File: src/sv/fss_pkg.sv
// ----------------------------------------------------------------------------
// fss_pkg
// Types and constants shared by the frontier score selection block.
// ----------------------------------------------------------------------------
`default_nettype none

package fss_pkg;

  localparam int unsigned MAX_FRONTIERS = 1024;
  localparam int unsigned FRAC_BITS     = 16;

  localparam int unsigned COORD_W = 32;
  localparam int unsigned SIZE_W  = 16;
  localparam int unsigned OIDX_W  = 10;
  localparam int unsigned SCORE_W = 32;
  localparam int unsigned IDX_W   = $clog2(MAX_FRONTIERS);

  // distance datapath
  localparam int unsigned MAG_W  = COORD_W;
  localparam int unsigned SQ_W   = 2 * MAG_W;
  localparam int unsigned RT_W   = MAG_W + 2;
  localparam int unsigned RAD_W  = 2 * RT_W;
  localparam int unsigned SREM_W = RT_W + 2;
  localparam int unsigned DEN_W  = RT_W;
  localparam int unsigned NUM_W  = SIZE_W + 2 * FRAC_BITS;

  localparam int unsigned SQ_CYC   = 4;
  localparam int unsigned ROOT_CYC = RT_W / 2;
  localparam int unsigned DIV_CYC  = NUM_W / 2;
  localparam int unsigned STEP_MAX = (ROOT_CYC > DIV_CYC) ? ROOT_CYC : DIV_CYC;
  localparam int unsigned CNT_W    = $clog2(STEP_MAX);

  localparam logic [DEN_W-1:0] ONE_FX    = DEN_W'(1) << FRAC_BITS;
  localparam logic [NUM_W-1:0] SAT_LIMIT = NUM_W'(64'h0000_0000_FFFF_FFFF);

  localparam int unsigned CFG_IDX_W = 2;

  typedef enum logic [CFG_IDX_W-1:0] {
    CFG_ROBOT_X = 2'd0,
    CFG_ROBOT_Y = 2'd1,
    CFG_ROBOT_Z = 2'd2
  } cfg_idx_e;

  typedef struct packed {
    logic signed [COORD_W-1:0] center_x;
    logic signed [COORD_W-1:0] center_y;
    logic signed [COORD_W-1:0] center_z;
    logic        [SIZE_W-1:0]  frontier_size;
    logic                      last_item;
  } in_item_t;

  typedef struct packed {
    logic signed [COORD_W-1:0] best_x;
    logic signed [COORD_W-1:0] best_y;
    logic signed [COORD_W-1:0] best_z;
    logic        [OIDX_W-1:0]  best_index;
    logic        [SCORE_W-1:0] best_value;
  } out_item_t;

  typedef struct packed {
    logic [CFG_IDX_W-1:0] addr;
    logic [COORD_W-1:0]   wdata;
  } cfg_item_t;

  // one classified candidate waiting for the scoring unit
  typedef struct packed {
    logic [MAG_W-1:0]   mag_x;
    logic [MAG_W-1:0]   mag_y;
    logic [MAG_W-1:0]   mag_z;
    logic [COORD_W-1:0] center_x;
    logic [COORD_W-1:0] center_y;
    logic [COORD_W-1:0] center_z;
    logic [SIZE_W-1:0]  frontier_size;
    logic               last_item;
  } work_t;

endpackage

`default_nettype wire

File: src/sv/fss_queue.sv
// ----------------------------------------------------------------------------
// fss_queue
// Two-entry queue between intake and the scoring unit.
// ----------------------------------------------------------------------------
`default_nettype none

module fss_queue (
  input  wire logic            clk_i,
  input  wire logic            rst_ni,
  input  wire logic            push_i,
  input  wire fss_pkg::work_t  push_data_i,
  output logic                 full_o,
  input  wire logic            pop_i,
  output logic                 valid_o,
  output fss_pkg::work_t       data_o
);

  import fss_pkg::*;

  work_t      mem_q [2];
  logic       wr_ptr_q, rd_ptr_q;
  logic [1:0] count_q;

  assign full_o  = count_q == 2'd2;
  assign valid_o = count_q != 2'd0;
  assign data_o  = mem_q[rd_ptr_q];

  always_ff @(posedge clk_i or negedge rst_ni) begin
    if (!rst_ni) begin
      wr_ptr_q <= 1'b0;
      rd_ptr_q <= 1'b0;
      count_q  <= 2'd0;
    end else begin
      if (push_i) wr_ptr_q <= !wr_ptr_q;
      if (pop_i)  rd_ptr_q <= !rd_ptr_q;
      case ({push_i, pop_i})
        2'b10:   count_q <= count_q + 2'd1;
        2'b01:   count_q <= count_q - 2'd1;
        default: count_q <= count_q;
      endcase
    end
  end

  always_ff @(posedge clk_i) begin
    if (push_i) mem_q[wr_ptr_q] <= push_data_i;
  end

endmodule

`default_nettype wire

File: config.mk
export PLATFORM = sky130hd
export DESIGN_NAME = fss_queue
export DESIGN_NICKNAME = d
export VERILOG_FILES = /design/src/sv/fss_pkg.sv /design/src/sv/fss_queue.sv
export SDC_FILE = /design/constraint.sdc
export NUM_CORES = 1
export LEC_CHECK = 0
export BUFFER_PORTS_ARGS = -buffer_cell sky130_fd_sc_hd__buf_2
export CORE_UTILIZATION = 45
export DETAILED_ROUTE_END_ITERATION = 8
export MAX_ROUTING_LAYER = met4
export PLACE_DENSITY_LB_ADDON = 0.25
export SYNTH_ARGS = -nofsm -noshare
export SYNTH_HDL_FRONTEND = slang
export SYNTH_SLANG_ARGS = --single-unit
File: constraint.sdc
create_clock -name clk_i -period 12 [get_ports clk_i]
set_clock_uncertainty 0.15 [all_clocks]
set_input_delay 1.8 -clock clk_i [delete_from_list [all_inputs] [get_ports clk_i]]
set_output_delay 1.8 -clock clk_i [all_outputs]
set_load 0.01 [all_outputs]
==> impl_metrics.toml <==
[floorplanning]
core_region_area_sq_um = 33530
start_util_pct = 45.76
ios = 424
die_w_microns = 186.7
rows = 67
die_area_sq_um = 34840
die_h_microns = 186.7

[cts]
clk_pin_slew_ns = 0.06
post_cts.repair.setup_buffers = 0
clockBufferDepth = 3
clock_sinks = 422
cts_resized = 0
cts_buffers = 43
htree_num_levels = 2
clock_latency_ns = 0.51
cts_hold_buf = 0
cts_tree = "yes"
clock-root-buffer = "clkbuf_16"

[timing]
final-hold-violation-count = 0
slew-limit-headroom_pct = 30.56
setup_viol = 0
finalCriticalPeriod_ns = 5.119
tns_ns = 0
rsz0062_at_grt = "no"
min_period_over_period_pct = 42.66
tightest_slew_ns = 1.042
drv_slew = 0
maxClockFrequency_mhz = 195.3

[detailed_routing]
route.detailed.drc = 0
drt_wl_total_mm = 30.59
vias = 7765
viasPerCell = 4.850
antenna_left = 0
drt_iter0_markers = 394
wire_per_inst_microns = 19.10
firstDrtPassIters = 4

[critical_path]
start_kind = "flop"
crit_type = "reg -> out"
critPathRequiredTime_ns = 10.05
slowest_stage = "dfrtp_4"
slowest_delay_ns = 1.05
endpoint_kind = "output port"
cp_max_fo = 76
crit_arrival_ns = 3.17
crit_chain = "buf_4 > mux2_2 > buf_2"

[layout]
fin_nets = 1332
final_common_cell = "buf_2"
layout_common_cells = "buf_2, edfxtp_1, mux2_2, clkbuf_16, clkinv_1"
final_cell_area_sq_um = 19160
final.fill_count = 2655
drive_gt1_share_pct = 60.94
area_growth_pct = 24.85
seq_area_sq_um = 12660
multi_input_area_sq_um = 2446

[logic_synthesis]
synth_area_leaders = "edfxtp_1, mux2_2, buf_6"
synth-seq-cells = 422
yosysWarningCount = 0
synth_area_sq_um = 15340
synth.distinct_cells = 13
yosys.area.top_type = "edfxtp_1"
ys_seq_area_share_pct = 82.45
synthesis.area_per_instance_sq_um = 23.04
synthCells = 666
yosysTopAreaCellShare_pct = 81.80
synth_nets = 880

[power]
ir_drop_mv = 0.1472
p_per_area_nw_per_um2 = 235.3
leakagePower_nw = 7.174

[outcome]
status = "finished clean"

[global_routing]
grt_max_degree = 77
first_global_vias = 7968
grt_use_total_pct = 17.61
grt_pass1_wl_mm = 45.24
grt_overflow = 0
antenna_found_initial = 6

[placed_design]
routabilityCongestion = 0.7874
post_dp_cell_area_sq_um = 17840
dp_hpwl_mm = 20.10
io_buffers = 423

[min_path]
hold_class = "reg -> reg"

[job]
maxCapViolations = 0
[cell type report]
cell class,count,share of cell area (%)
Clock inverter,22,0.8098
Sequential cell,422,66.06
Timing Repair Buffer,430,11.32
Inverter,1,0.01959
Antenna cell,6,0.07837
Clock buffer,52,6.015
Tap cell,448,2.926
Multi-Input combinational cell,220,12.77
[registers in the layout, indices dropped and copies added, names as in the netlist]
register	flops
count_q	2
wr_ptr_q	1
mem_q	418
rd_ptr_q	1
[layer usage]
layer | track usage (%) | share of wire, %
met5 | - | 0
met4 | 6.652 | 2.8
met3 | 5.134 | 8.3
met2 | 28.96 | 51
met1 | 20.45 | 38
[critical path: cells and delay by family, from the launching register on]
family                 cells  cell delay (ns)
flip-flops                 1             1.05
buffers and inverters      2             1.04
multiplexers               1             0.46
[stage by stage]
stage	cells	hold slack (ns)	total power (W)	setup WS (ns)	utilization [%]
2_1_floorplan	666	0.2981	0.002963	0.4556	-
3_3_place_gp	1521	0.3147	0.003315	7.413	53.19
3_5_place_dp	1521	0.3254	0.003324	7.419	53.19
4_1_cts	1595	0.3357	0.004576	6.839	57.09
5_1_grt	1601	0.3682	0.004713	6.708	57.13
6_report	1601	0.3326	0.004508	6.881	57.13
[cell usage after synthesis (all sizes together)]
cell,number
and2,1
nor2b,1
mux2,209
xor2,3
nor2,2
buf,23
ha,1
inv,1
xnor2,2
dfrtp,4
edfxtp,418
or2,1
[path summary, 6_finish.rpt]
check | start | end | slack, ns | depth (start not counted)
hold / removal | count_q[1] | count_q[1] | 0.33 | 1
min in group asynchronous | rst_ni | wr_ptr_q | 0.93 | 1
hold reg to reg | count_q[1] | count_q[1] | 0.33 | 1
setup / recovery | rd_ptr_q | data_o[201] | 6.88 | 3
setup reg to reg | wr_ptr_q | mem_q[0][78] | 9.16 | 3
max in group asynchronous | rst_ni | rd_ptr_q | 10.63 | 1
[kinds of logic after synthesis]
| kind of cell | share of synthesized area (%) |
|---|---|
| flops | 82.45 |
| mux | 15.34 |
| buf+inv | 1.672 |
| xor+xnor | 0.2854 |
| simple gates | 0.1713 |
| fa+ha+maj | 0.08153 |
[power breakdown]
part | switching [W] | internal, W | leakage [nW]
clock network | 0.000518 | 0.000723 | 0.642
logic | 0.000644 | 0.000557 | 2.56
registers | 0.000107 | 0.00196 | 3.97
Power figures use the tool's default switching activity.
