[src/sv/fss_pkg.sv]
// ----------------------------------------------------------------------------
// fss_pkg
// Types and constants shared by the frontier score selection block.
// ----------------------------------------------------------------------------
`default_nettype none

package fss_pkg;

  localparam int unsigned MAX_FRONTIERS = 1024;
  localparam int unsigned FRAC_BITS     = 16;

  localparam int unsigned COORD_W = 32;
  localparam int unsigned SIZE_W  = 16;
  localparam int unsigned OIDX_W  = 10;
  localparam int unsigned SCORE_W = 32;
  localparam int unsigned IDX_W   = $clog2(MAX_FRONTIERS);

  // distance datapath
  localparam int unsigned MAG_W  = COORD_W;
  localparam int unsigned SQ_W   = 2 * MAG_W;
  localparam int unsigned RT_W   = MAG_W + 2;
  localparam int unsigned RAD_W  = 2 * RT_W;
  localparam int unsigned SREM_W = RT_W + 2;
  localparam int unsigned DEN_W  = RT_W;
  localparam int unsigned NUM_W  = SIZE_W + 2 * FRAC_BITS;

  localparam int unsigned SQ_CYC   = 4;
  localparam int unsigned ROOT_CYC = RT_W / 2;
  localparam int unsigned DIV_CYC  = NUM_W / 2;
  localparam int unsigned STEP_MAX = (ROOT_CYC > DIV_CYC) ? ROOT_CYC : DIV_CYC;
  localparam int unsigned CNT_W    = $clog2(STEP_MAX);

  localparam logic [DEN_W-1:0] ONE_FX    = DEN_W'(1) << FRAC_BITS;
  localparam logic [NUM_W-1:0] SAT_LIMIT = NUM_W'(64'h0000_0000_FFFF_FFFF);

  localparam int unsigned CFG_IDX_W = 2;

  typedef enum logic [CFG_IDX_W-1:0] {
    CFG_ROBOT_X = 2'd0,
    CFG_ROBOT_Y = 2'd1,
    CFG_ROBOT_Z = 2'd2
  } cfg_idx_e;

  typedef struct packed {
    logic signed [COORD_W-1:0] center_x;
    logic signed [COORD_W-1:0] center_y;
    logic signed [COORD_W-1:0] center_z;
    logic        [SIZE_W-1:0]  frontier_size;
    logic                      last_item;
  } in_item_t;

  typedef struct packed {
    logic signed [COORD_W-1:0] best_x;
    logic signed [COORD_W-1:0] best_y;
    logic signed [COORD_W-1:0] best_z;
    logic        [OIDX_W-1:0]  best_index;
    logic        [SCORE_W-1:0] best_value;
  } out_item_t;

  typedef struct packed {
    logic [CFG_IDX_W-1:0] addr;
    logic [COORD_W-1:0]   wdata;
  } cfg_item_t;

  // one classified candidate waiting for the scoring unit
  typedef struct packed {
    logic [MAG_W-1:0]   mag_x;
    logic [MAG_W-1:0]   mag_y;
    logic [MAG_W-1:0]   mag_z;
    logic [COORD_W-1:0] center_x;
    logic [COORD_W-1:0] center_y;
    logic [COORD_W-1:0] center_z;
    logic [SIZE_W-1:0]  frontier_size;
    logic               last_item;
  } work_t;

endpackage

`default_nettype wire

[src/sv/fss_chan_if.sv]
// ----------------------------------------------------------------------------
// fss_chan_if
// Valid/ready channel carrying one payload per request.
// ----------------------------------------------------------------------------
`default_nettype none

interface fss_chan_if #(
  parameter type T = logic
) ();

  logic valid;
  logic ready;
  T     data;

  modport source (output valid, output data, input ready);
  modport sink   (input valid, input data, output ready);

endinterface

`default_nettype wire

[src/sv/fss_back.sv]
// ----------------------------------------------------------------------------
// fss_back
// Scoring sequencer: sum of squares, two-digit-per-cycle square root,
// two-bit-per-cycle divide, running best and result register.
// ----------------------------------------------------------------------------
`default_nettype none

module fss_back (
  input  wire logic            clk_i,
  input  wire logic            rst_ni,
  input  wire logic            q_valid_i,
  input  wire fss_pkg::work_t  q_data_i,
  output logic                 q_pop_o,
  fss_chan_if.source           out_o
);

  import fss_pkg::*;

  typedef enum logic [2:0] {
    ST_IDLE,
    ST_SQ,
    ST_ROOT,
    ST_DIV,
    ST_UPD
  } state_e;

  state_e              state_q, state_d;
  logic [CNT_W-1:0]    step_q, step_d;
  work_t               w_q;
  logic [MAG_W-1:0]    mag;
  logic [SQ_W-1:0]     sq_w, sq_q;
  logic [RAD_W-1:0]    acc_q, rad_d;
  logic [SREM_W-1:0]   srem_q, srem_d;
  logic [RT_W-1:0]     root_q, root_d;
  logic [DEN_W-1:0]    den_q, drem_q, drem_d;
  logic [NUM_W-1:0]    num_q, num_d;
  logic [SREM_W-1:0]   trial;
  logic [DEN_W:0]      dtmp;
  logic [SCORE_W-1:0]  score;
  logic [SCORE_W-1:0]  held_score_q;
  logic [COORD_W-1:0]  held_x_q, held_y_q, held_z_q;
  logic [IDX_W-1:0]    held_idx_q, cnt_q;
  logic                have_q, out_valid_q;
  out_item_t           res_q;
  logic                take, emit_ok, upd_go, step_end;

  assign q_pop_o = (state_q == ST_IDLE) && q_valid_i;

  always_comb begin
    case (step_q)
      CNT_W'(0): mag = w_q.mag_x;
      CNT_W'(1): mag = w_q.mag_y;
      default:   mag = w_q.mag_z;
    endcase
  end

  assign sq_w = SQ_W'(mag) * SQ_W'(mag);

  // two root digits per cycle
  always_comb begin
    srem_d = srem_q;
    root_d = root_q;
    rad_d  = acc_q;
    trial  = '0;
    for (int k = 0; k < 2; k++) begin
      srem_d = {srem_d[SREM_W-3:0], rad_d[RAD_W-1:RAD_W-2]};
      rad_d  = {rad_d[RAD_W-3:0], 2'b00};
      trial  = {root_d, 2'b01};
      if (srem_d >= trial) begin
        srem_d = srem_d - trial;
        root_d = {root_d[RT_W-2:0], 1'b1};
      end else begin
        root_d = {root_d[RT_W-2:0], 1'b0};
      end
    end
  end

  // two quotient bits per cycle
  always_comb begin
    drem_d = drem_q;
    num_d  = num_q;
    dtmp   = '0;
    for (int k = 0; k < 2; k++) begin
      dtmp  = {drem_d, num_d[NUM_W-1]};
      num_d = {num_d[NUM_W-2:0], 1'b0};
      if (dtmp >= {1'b0, den_q}) begin
        dtmp     = dtmp - {1'b0, den_q};
        num_d[0] = 1'b1;
      end
      drem_d = dtmp[DEN_W-1:0];
    end
  end

  assign score   = (num_q > SAT_LIMIT) ? '1 : num_q[SCORE_W-1:0];
  assign take    = !have_q || (score > held_score_q);
  assign emit_ok = !out_valid_q || out_o.ready;
  assign upd_go  = (state_q == ST_UPD) && (!w_q.last_item || emit_ok);

  always_comb begin
    state_d  = state_q;
    step_d   = step_q + CNT_W'(1);
    step_end = 1'b0;
    case (state_q)
      ST_IDLE: begin
        step_d = '0;
        if (q_pop_o) state_d = ST_SQ;
      end
      ST_SQ: begin
        step_end = step_q == CNT_W'(SQ_CYC - 1);
        if (step_end) state_d = ST_ROOT;
      end
      ST_ROOT: begin
        step_end = step_q == CNT_W'(ROOT_CYC - 1);
        if (step_end) state_d = ST_DIV;
      end
      ST_DIV: begin
        step_end = step_q == CNT_W'(DIV_CYC - 1);
        if (step_end) state_d = ST_UPD;
      end
      ST_UPD: begin
        step_d = '0;
        if (upd_go) state_d = ST_IDLE;
      end
      default: state_d = ST_IDLE;
    endcase
    if (step_end) step_d = '0;
  end

  always_ff @(posedge clk_i or negedge rst_ni) begin
    if (!rst_ni) begin
      state_q     <= ST_IDLE;
      step_q      <= '0;
      have_q      <= 1'b0;
      cnt_q       <= '0;
      out_valid_q <= 1'b0;
    end else begin
      state_q <= state_d;
      step_q  <= step_d;
      if (upd_go) begin
        have_q <= !w_q.last_item;
        if (w_q.last_item || cnt_q == IDX_W'(MAX_FRONTIERS - 1)) begin
          cnt_q <= '0;
        end else begin
          cnt_q <= cnt_q + IDX_W'(1);
        end
      end
      if (upd_go && w_q.last_item) begin
        out_valid_q <= 1'b1;
      end else if (out_o.ready) begin
        out_valid_q <= 1'b0;
      end
    end
  end

  always_ff @(posedge clk_i) begin
    case (state_q)
      ST_IDLE: begin
        if (q_pop_o) begin
          w_q    <= q_data_i;
          acc_q  <= '0;
          srem_q <= '0;
          root_q <= '0;
        end
      end
      ST_SQ: begin
        sq_q <= sq_w;
        if (step_q != '0) acc_q <= acc_q + RAD_W'(sq_q);
      end
      ST_ROOT: begin
        acc_q  <= rad_d;
        srem_q <= srem_d;
        root_q <= root_d;
        if (step_end) begin
          den_q  <= DEN_W'(root_d) + ONE_FX;
          num_q  <= NUM_W'(w_q.frontier_size) << (2 * FRAC_BITS);
          drem_q <= '0;
        end
      end
      ST_DIV: begin
        num_q  <= num_d;
        drem_q <= drem_d;
      end
      ST_UPD: begin
        if (upd_go && take) begin
          held_score_q <= score;
          held_x_q     <= w_q.center_x;
          held_y_q     <= w_q.center_y;
          held_z_q     <= w_q.center_z;
          held_idx_q   <= cnt_q;
        end
        if (upd_go && w_q.last_item) begin
          res_q.best_x     <= take ? w_q.center_x : held_x_q;
          res_q.best_y     <= take ? w_q.center_y : held_y_q;
          res_q.best_z     <= take ? w_q.center_z : held_z_q;
          res_q.best_index <= OIDX_W'(take ? cnt_q : held_idx_q);
          res_q.best_value <= take ? score : held_score_q;
        end
      end
      default: ;
    endcase
  end

  assign out_o.valid = out_valid_q;
  assign out_o.data  = res_q;

endmodule

`default_nettype wire

[src/flat_wrapper.sv]
// flat-port wrapper written by rule: the top's interface ports become plain ports
module fss_back_flat import fss_pkg::*;
  (clk_i, rst_ni, q_valid_i, q_data_i, q_pop_o, out_o_valid, out_o_data, out_o_ready);
  fss_chan_if out_o_i ();
  input  wire logic clk_i;
  input  wire logic rst_ni;
  input  wire logic q_valid_i;
  input  wire fss_pkg::work_t q_data_i;
  output logic q_pop_o;
  output wire logic [$bits(out_o_i.valid)-1:0] out_o_valid;
  output wire logic [$bits(out_o_i.data)-1:0] out_o_data;
  input wire logic [$bits(out_o_i.ready)-1:0] out_o_ready;
  assign out_o_valid = out_o_i.valid;
  assign out_o_data = out_o_i.data;
  assign out_o_i.ready = out_o_ready;
  fss_back u_core (.clk_i(clk_i), .rst_ni(rst_ni), .q_valid_i(q_valid_i), .q_data_i(q_data_i), .q_pop_o(q_pop_o), .out_o(out_o_i));
endmodule
[config.mk]
export PLATFORM = sky130hd
export DESIGN_NAME = fss_back_flat
export DESIGN_NICKNAME = d
export VERILOG_FILES = /design/src/sv/fss_pkg.sv /design/src/sv/fss_chan_if.sv /design/src/sv/fss_back.sv /design/src/flat_wrapper.sv
export SDC_FILE = /design/constraint.sdc
export NUM_CORES = 2
export LEC_CHECK = 0
export BUFFER_PORTS_ARGS = -buffer_cell sky130_fd_sc_hd__buf_2
export CORE_MARGIN = 3
export CORE_UTILIZATION = 40
export CTS_CLUSTER_DIAMETER = 120
export DETAILED_ROUTE_END_ITERATION = 8
export PLACE_DENSITY = 0.69
export SETUP_SLACK_MARGIN = 0.02
export SLEW_MARGIN = 20
export SYNTH_ARGS = -nofsm -noshare
export SYNTH_HDL_FRONTEND = slang
export SYNTH_SLANG_ARGS = --single-unit
[constraint.sdc]
create_clock -name clk_i -period 16.9 [get_ports clk_i]
set_clock_uncertainty 0.1 [all_clocks]
set_input_delay 2.535 -clock clk_i [delete_from_list [all_inputs] [get_ports clk_i]]
set_output_delay 2.535 -clock clk_i [all_outputs]
set_load 0.03 [all_outputs]
==> flow_summary_export.csv <==
group,metric,value,unit
detailed_routing,detail_route.wl_per_cell,18.9,um
global_route,grt_pass1_vias,45611,
clock_tree,numCtsBuffers,53,
detailed_routing,vias,43252,
detailed_routing,vias_per_cell,5.29,
die,io_pins,216,
clock_tree,cts_resized,0,
synth,yosysUniqueCellTypes,96,
clock_tree,ctsLongestPathBuffers,3,
sta,fin_crit_sh,69.3,%
synth,synthArstFlopShare,2.12,%
detailed_routing,drc,0,
clock_tree,cts_setup_buffers,0,
run,maxCapViolations,0,
final_layout,layout_common_cells,"inv_1 (1191), fa_1 (803), nand2_1 (603)",
placed_design,place_ws,5270,ps
final_layout,syn_to_final_growth,7.56,%
critical_path,critPathMostFrequentCell,"fa_1",
die,row_count,140,
die,core,146000,sq um
clock_tree,tritoncts,"yes",
final_layout,fillers,13996,
synth,syn-instance-count,6191,
synth,synth_nets,7735,
sta,min_period,11710,ps
die,start_util,40.4,%
clock_tree,cts_root_buffer,"clkbuf_16",
clock_tree,clock_latency,660,ps
critical_path,start_kind,"flop",
final_layout,diodes,0,
die,die_y,390,um
detailed_routing,drt_first_iter_violations,3048,
placed_design,gp_congestion,0.954,
critical_path,cp.required,17190,ps
clock_tree,hold_buffers,0,
final_layout,design_area,63500,sq um
global_route,grt_max_degree,70,
detailed_routing,drt_wl_total,155000,um
sta,maxSlewViolCount,0,
global_route,antenna_found_initial,7,
critical_path,path_buf_inv,9,
synth,avgSynthCellArea,9.54,sq um
placed_design,port_buffers,119,
clock_tree,cts.sinks,471,
sta,setup_viol,0,
sta,worst-slew-pin-transition,1100,ps
global_route,overflow,0,
detailed_routing,first_pass_iters,5,
global_route,grt_pass1_wl,247000,um
sta,layout_setup_ws,5190,ps
final_layout,drive_gt1_share,6.39,%
placed_design,dpl.hpwl,120000,um
critical_path,end_kind,"flop",
sta,hold_ws,347,ps
synth,synthFlopType,"edfxtp_1",
sta,rsz0062_at_grt,"false",
final_layout,layout_commonest_cell,"inv_1",
critical_path,crit_slowest_cell,"clkinv_1",
placed_design,post_dp_cell_area,61700,sq um
die,die_x,390,um
sta,slew_headroom,26.9,%
critical_path,crit_family,"adder cells",
clock_tree,path_clk_slew,70,ps
die,die-area,152000,sq um
global_route,grtUsageTotal,20.5,%
sta,hold_viol_final,0,
critical_path,crit_path_max_incr_delay,810,ps
detailed_routing,final_antenna_net_count,0,
critical_path,path_max_fanout,26,
clock_tree,cts_max_level,2,
sta,clock.fmax,85.4,MHz
critical_path,cp.arrival,12000,ps
hold_path,hold_class,"reg -> reg",
synth,ys_seq_area_share,23.9,%
critical_path,crit_type,"reg -> reg",
synth,synth_warnings,0,
synth,ys_seq_elements,471,
synth,syn_area,59000,sq um
sta,finalSetupTns,0,ps
synth,synth-edff-count,461,
status,outcome,"finished clean",
final_layout,nets,7756,
==> per-stage QoR <==
stage | utilization, % | std cells
after floorplan | - | 6191
after global routing | 43.5 | 8173
after CTS | 43.5 | 8171
final | 43.5 | 8173
after detailed placement | 42.3 | 8072
after global placement | 42.3 | 8072
==> Yosys cell counts, types with 68 or more instances <==
library cell | count | share of area (%)
inv_1 | 1192 | 7.6
fa_1 | 803 | 27
nand2_1 | 604 | 3.8
ha_1 | 528 | 11
nor2_1 | 528 | 3.4
edfxtp_1 | 461 | 23
a21oi_1 | 267 | 2.3
o21ai_0 | 234 | 2.0
clkbuf_1 | 190 | 1.2
a21o_1 | 173 | 2.2
xnor2_1 | 173 | 2.6
xor2_1 | 114 | 1.7
and3_1 | 68 | 0.72
==> final timing paths <==
kind                                    end  cells past startpoint  slack (ps)              start
max                         u_core.sq_q[57]                     35        5190   u_core.step_q[0]
min                        u_core.den_q[15]                      0         350  u_core.root_q[13]
max reg2reg                 u_core.sq_q[57]                     35        5190   u_core.step_q[0]
min reg2reg                u_core.den_q[15]                      0         350  u_core.root_q[13]
max in group asynchronous  u_core.step_q[2]                      1       14860             rst_ni
min in group asynchronous  u_core.step_q[3]                      1        1650             rst_ni
==> cell type report <==
type	count	area, sq um	share of cell area, %
tap	1917	2400	3.78
clock inverter	41	404	0.636
clock buffer	58	1350	2.12
sequential	471	14100	22.2
multi-input combinational	4282	39500	62.3
inverter	1208	4530	7.14
timing repair buffer	196	1180	1.85
==> flip-flops by register name, summed over array words and instances, names as in the netlist <==
name	cells
u_core.step_q	5
u_core.state_q	3
u_core.out_o.data	1
u_core.held_score_q	32
u_core.out_o.valid	1
u_core.w_q	113
u_core.drem_q	34
u_core.sq_q	63
u_core.have_q	1
u_core.acc_q	68
u_core.srem_q	34
u_core.root_q	34
u_core.num_q	48
u_core.den_q	34
==> worst reg2reg max path: cells and delay by family, from the launching register on <==
kind / cells / cell delay (ps)
XOR/XNOR: 1 / 90
AND/OR/NAND/NOR: 8 / 2070
buffers and inverters: 9 / 2180
flip-flops: 1 / 410
adder cells (fa/ha/maj): 10 / 4660
AO/OA/AOI/OAI: 7 / 1970
==> kinds of logic (layout without fill, tap and decap cells) <==
family                     after synthesis  after routing  synth area share [%]
and+or+nand+nor                       1560           1560                  11.6
buffers and inverters                 1438           1503                  9.28
adders and majority gates             1331           1331                  38.4
AOI/OAI and AO/OA                     1058           1058                  11.8
DFF                                    471            471                  23.9
xor gates and xnor gates               288            288                  4.29
muxes                                   45             45                 0.778
==> routing by layer <==
metal / global-route usage [%] / wire length [um]
met3: 4.95 / 13800
met4: 8.44 / 7240
met2: 33.8 / 71600
met5: 0 / 20
met1: 25.8 / 62200
Power is left out: the tool's default activity adds up to more than one toggle a clock period on the data nets, which glitch-free logic cannot reach.
